## src/design/rwg_divider.sv

```systemverilog
// Pipelined restoring divider that resolves up to STEPS quotient bits per stage.
module rwg_divider #(
    parameter int NUM_W = 32,
    parameter int DEN_W = 16,
    parameter int STEPS = 4
) (
    input  logic             clk,
    input  logic             rst_n,
    input  logic             in_valid,
    input  logic [NUM_W-1:0] numer,
    input  logic [DEN_W-1:0] denom,
    output logic             out_valid,
    output logic [NUM_W-1:0] quotient,
    output logic [DEN_W-1:0] remainder
);

    localparam int STAGES = (NUM_W + STEPS - 1) / STEPS;

    logic [STAGES-1:0] valid_reg;
    logic [DEN_W-1:0]  rem_reg [STAGES];
    logic [NUM_W-1:0]  dq_reg  [STAGES];

    // Users must hold the divisor steady with requests in flight; nothing enforces it.
    for (genvar s = 0; s < STAGES; s++)
    begin : g_stage
        logic             v_in;
        logic [DEN_W-1:0] r_in;
        logic [NUM_W-1:0] q_in;
        logic [DEN_W-1:0] rem_next;
        logic [NUM_W-1:0] dq_next;

        if (s == 0)
        begin : g_first
            assign v_in = in_valid;
            assign r_in = '0;
            assign q_in = numer;
        end
        else
        begin : g_rest
            assign v_in = valid_reg[s-1];
            assign r_in = rem_reg[s-1];
            assign q_in = dq_reg[s-1];
        end

        // Dividend bits leave the top of dq while quotient bits enter at the bottom.
        always_comb
        begin
            logic [DEN_W:0] sh;
            rem_next = r_in;
            dq_next  = q_in;
            sh       = '0;
            for (int j = 0; j < STEPS; j++)
            begin
                if (s * STEPS + j < NUM_W)
                begin
                    sh = {rem_next, dq_next[NUM_W-1]};
                    if (sh >= {1'b0, denom})
                    begin
                        sh      = sh - {1'b0, denom};
                        dq_next = {dq_next[NUM_W-2:0], 1'b1};
                    end
                    else
                    begin
                        dq_next = {dq_next[NUM_W-2:0], 1'b0};
                    end
                    rem_next = sh[DEN_W-1:0];
                end
            end
        end

        always_ff @(posedge clk or negedge rst_n)
        begin
            if (!rst_n)
                valid_reg[s] <= 1'b0;
            else
                valid_reg[s] <= v_in;
        end

        always_ff @(posedge clk)
        begin
            rem_reg[s] <= rem_next;
            dq_reg[s]  <= dq_next;
        end
    end

    assign out_valid = valid_reg[STAGES-1];
    assign quotient  = dq_reg[STAGES-1];
    assign remainder = rem_reg[STAGES-1];

endmodule

```

## config.mk

```make
export PLATFORM = sky130hd
export DESIGN_NAME = rwg_divider
export DESIGN_NICKNAME = d
export VERILOG_FILES = /design/src/design/rwg_divider.sv
export SDC_FILE = /design/constraint.sdc
export NUM_CORES = 2
export LEC_CHECK = 0
export ABC_AREA = 1
export BUFFER_PORTS_ARGS = -buffer_cell sky130_fd_sc_hd__clkbuf_2
export CAP_MARGIN = 20
export CORE_MARGIN = 2
export CORE_UTILIZATION = 43
export DETAILED_ROUTE_END_ITERATION = 7
export SLEW_MARGIN = 20
export SYNTH_ARGS = -nofsm -noshare
export SYNTH_HDL_FRONTEND = slang
export SYNTH_SLANG_ARGS = --single-unit
```

## constraint.sdc

```tcl
create_clock -name clk -period 21.8 [get_ports clk]
set_input_delay 4.36 -clock clk [delete_from_list [all_inputs] [get_ports clk]]
set_output_delay 4.36 -clock clk [all_outputs]
set_load 0.01 [all_outputs]
```

==> key figures <==
Critical path
  – CP Buf/Inv Count: 6
  – Startpoint type of the worst setup path: input port
  – Setup CP Type: input port to register
  – CP delay by family, top: simple AND/OR/NAND/NOR gates
  – Crit-path max FO: 26
  – WP data required: 22.39 ns
  – Most used cell, CP: nand2_1
  – CP Capture Type: register
  – Arrival @ worst endpoint: 15.20 ns
  – CP max stage cell: a21oi_2
  – Largest stage delay on the critical path: 0.75 ns

Floorplan
  – FP Rows: 109
  – Area of the core: 88,500 sq um
  – Ports: 100
  – Chip Height: 303 um
  – Initial Util: 43.4%
  – Die X-Extent: 303 um
  – DIE AREA: 91,700 sq um

CTS
  – CTS Sinks: 392
  – CTS tree: done
  – Hold Buf Count CTS: 0
  – Clk_lat worst skew: 0.65 ns
  – CTS root buf: clkbuf_16
  – Cts repair resizes: 0
  – Postcts setup bufs: 0
  – H-tree depth: 2
  – Worst-path clk slew: 0.07 ns
  – CTS buffer count: 47
  – Max clock buf depth: 3

Global routing
  – Total congestion overflow: 0
  – Total Routing Usage GR: 25.3%
  – Vias in the first global route: 35,100
  – First-pass GRT wire length: 187,000 um
  – Antenna violations before repair: 2
  – Largest net degree at the start of global routing: 27

Logic synthesis
  – Synthesis-stage register bit count: 392
  – Synth async-reset ratio: 2.04%
  – Post-synth EDFFs: 0
  – Synthesized Nets: 6,349
  – Yosys cell types: 59
  – Primary FF master, synth: dfxtp_1
  – Area leader, netlist: dfxtp_1
  – Total number of yosys warnings: 0
  – Leading post-synthesis cells by cell area: dfxtp_1 (20%), nand2_1 (18%), ha_1 (16%)
  – Mapped Cells: 5,769
  – Post-synthesis sequential area ratio: 20.5%
  – Mapped cell area: 38,400 sq um
  – Post-synth top area share: 20.0%
  – Mean Syn Cell Area: 6.66 sq um

Routing
  – TritonRoute pass-1 iters: 8
  – DRC errors left: 2
  – Initial DRC count: 2,945
  – Routed len/inst: 16.7 um
  – Vias after detailed routing: 37,700
  – Vias per std cell: 5.36
  – Routed WL: 117,000 um
  – Remaining antenna violation count: 0

Final layout
  – Net count, final: 6,415
  – Max reg flops: 256
  – Area growth from synthesis to layout: 7.81%
  – Design Area, Final: 41,400 sq um
  – Layout cells sized above 1: 6.49%
  – Final Util: 46.8%
  – # diodes: 0

Status
  – Failing checks: design-rule violations
  – Status: finished with violations

STA
  – FMAX: 68.4 MHz
  – Final setup viols: 0
  – Final Hold Violating Endpoints: 0
  – Slew headroom: 38.3%
  – Final WS setup: 7.19 ns
  – Clock skew: 0.0231 ns
  – Slew @ Worst Pin: 0.923 ns
  – Final Max Tran Viols: 0
  – Post-route minimum period: 14.61 ns
  – Setup_tns: 0 ns
  – RSZ-0062 raised after global routing: false
  – Tcrit/Tclk final: 67.0%

Hold path
  – Hold crit path type: register to register

Flow run
  – Max-cap violations: 0

Place
  – Final GP Congestion: 0.957
  – Pre-CTS worst setup slack: 6.58 ns
  – Dpl hpwl: 90,900 um
  – Placed Instance Area: 39,900 sq um
  – IO buf count: 99
layout by cell type, fill, tap and decap left out, types with 12 or more instances in the layout:
cell type	netlist	layout
nand3_2	16	16
nand3b_1	20	20
clkbuf_16	0	47
o21ai_0	266	266
nor3_1	40	40
o21a_1	16	16
or2_2	14	14
ha_1	498	498
inv_2	24	38
clkbuf_2	0	99
nand2_1	1861	1861
nand3_1	487	487
nor4_1	18	18
nor2_2	16	16
o21bai_1	21	21
a21oi_1	424	424
o21ai_1	42	42
dfxtp_1	384	384
nor2_1	276	276
fa_1	31	31
nand2_2	15	15
a21o_1	35	35
buf_4	52	36
nand2_4	13	13
nand4_1	74	74
inv_1	518	503
xor2_1	214	214
o211ai_1	12	12
xnor2_1	164	164
a21boi_0	16	16
a31oi_1	28	28
synthesized netlist by cell type, drive strengths merged, types with 5 or more instances:
cell type  number
buf           105
o21ai         311
o21bai         21
a21boi         20
nand2        1889
nand3         514
nand4          78
a21o           35
dfrtp           8
a21oi         428
nor4           19
dfxtp         384
xnor2         164
ha            498
clkbuf         13
nor3           41
a211oi          6
inv           542
nand3b         23
o211ai         12
a221oi          9
nor2          303
a31oi          28
fa             31
and2            5
o21a           16
o2111ai         7
or2            21
a31o           10
xor2          214
worst reg2reg max path, delay by kind of cell, from the launching register on:
family | cells | cell delay [ns]
simple gates | 24 | 3.89
compound gates | 12 | 3.44
fa+ha+maj | 4 | 1.47
flops | 1 | 0.34
buf+inv | 2 | 0.34
routing by layer:
metal  up-vias  part of all wire (%)  track usage (%)
met5         -                     0                0
met4         0                   3.8             9.64
met3       219                   6.1             3.26
met2      1098                    44             41.4
met1     17100                    46             33.9
li1      19300                     -                -
final cells by class:
class,instances,area (sq um)
Fill cell,9222,47100
Tap cell,1165,1460
Clock buffer,58,1280
Sequential cell,392,7890
Clock inverter,29,253
Timing Repair Buffer,135,766
Inverter,543,2040
Multi-Input combinational cell,4716,27700
path summary, 6_finish.rpt:
path	start	endpoint	slack (ns)	depth (start not counted)
max in group asynchronous	rst_n	g_stage[3].v_in$_DFF_PN0_	18.06	1
worst min-delay path	dq_reg[0][88]$_DFF_P_	dq_reg[0][124]$_DFF_P_	0.31	0
min in group asynchronous	rst_n	g_stage[6].v_in$_DFF_PN0_	3.56	1
worst min register to register	dq_reg[0][88]$_DFF_P_	dq_reg[0][124]$_DFF_P_	0.31	0
worst max-delay path	denom[1]	rem_reg[1][11]$_DFF_P_	7.19	46
worst max register to register	rem_reg[0][55]$_DFF_P_	rem_reg[1][11]$_DFF_P_	12.30	42
logic make-up after synthesis:
logic type,after synthesis,synth area share [%]
and+or+nand+nor,2900,32.7
xor gates and xnor gates,378,8.62
adders and majority gates,529,17.8
DFF,392,20.5
AOI/OAI and AO/OA,909,13.0
buffers and inverters,661,7.27
through the flow:
stage	hold slack (ns)	instances
finish	0.311	7038
global placement	0.310	6951
detailed placement	0.312	6951
global route	0.323	7038
CTS	0.321	7038
floorplan	0.310	5769
Power is not shown: default switching activity piles up to over one toggle a cycle in this logic, so the estimate is an artifact.
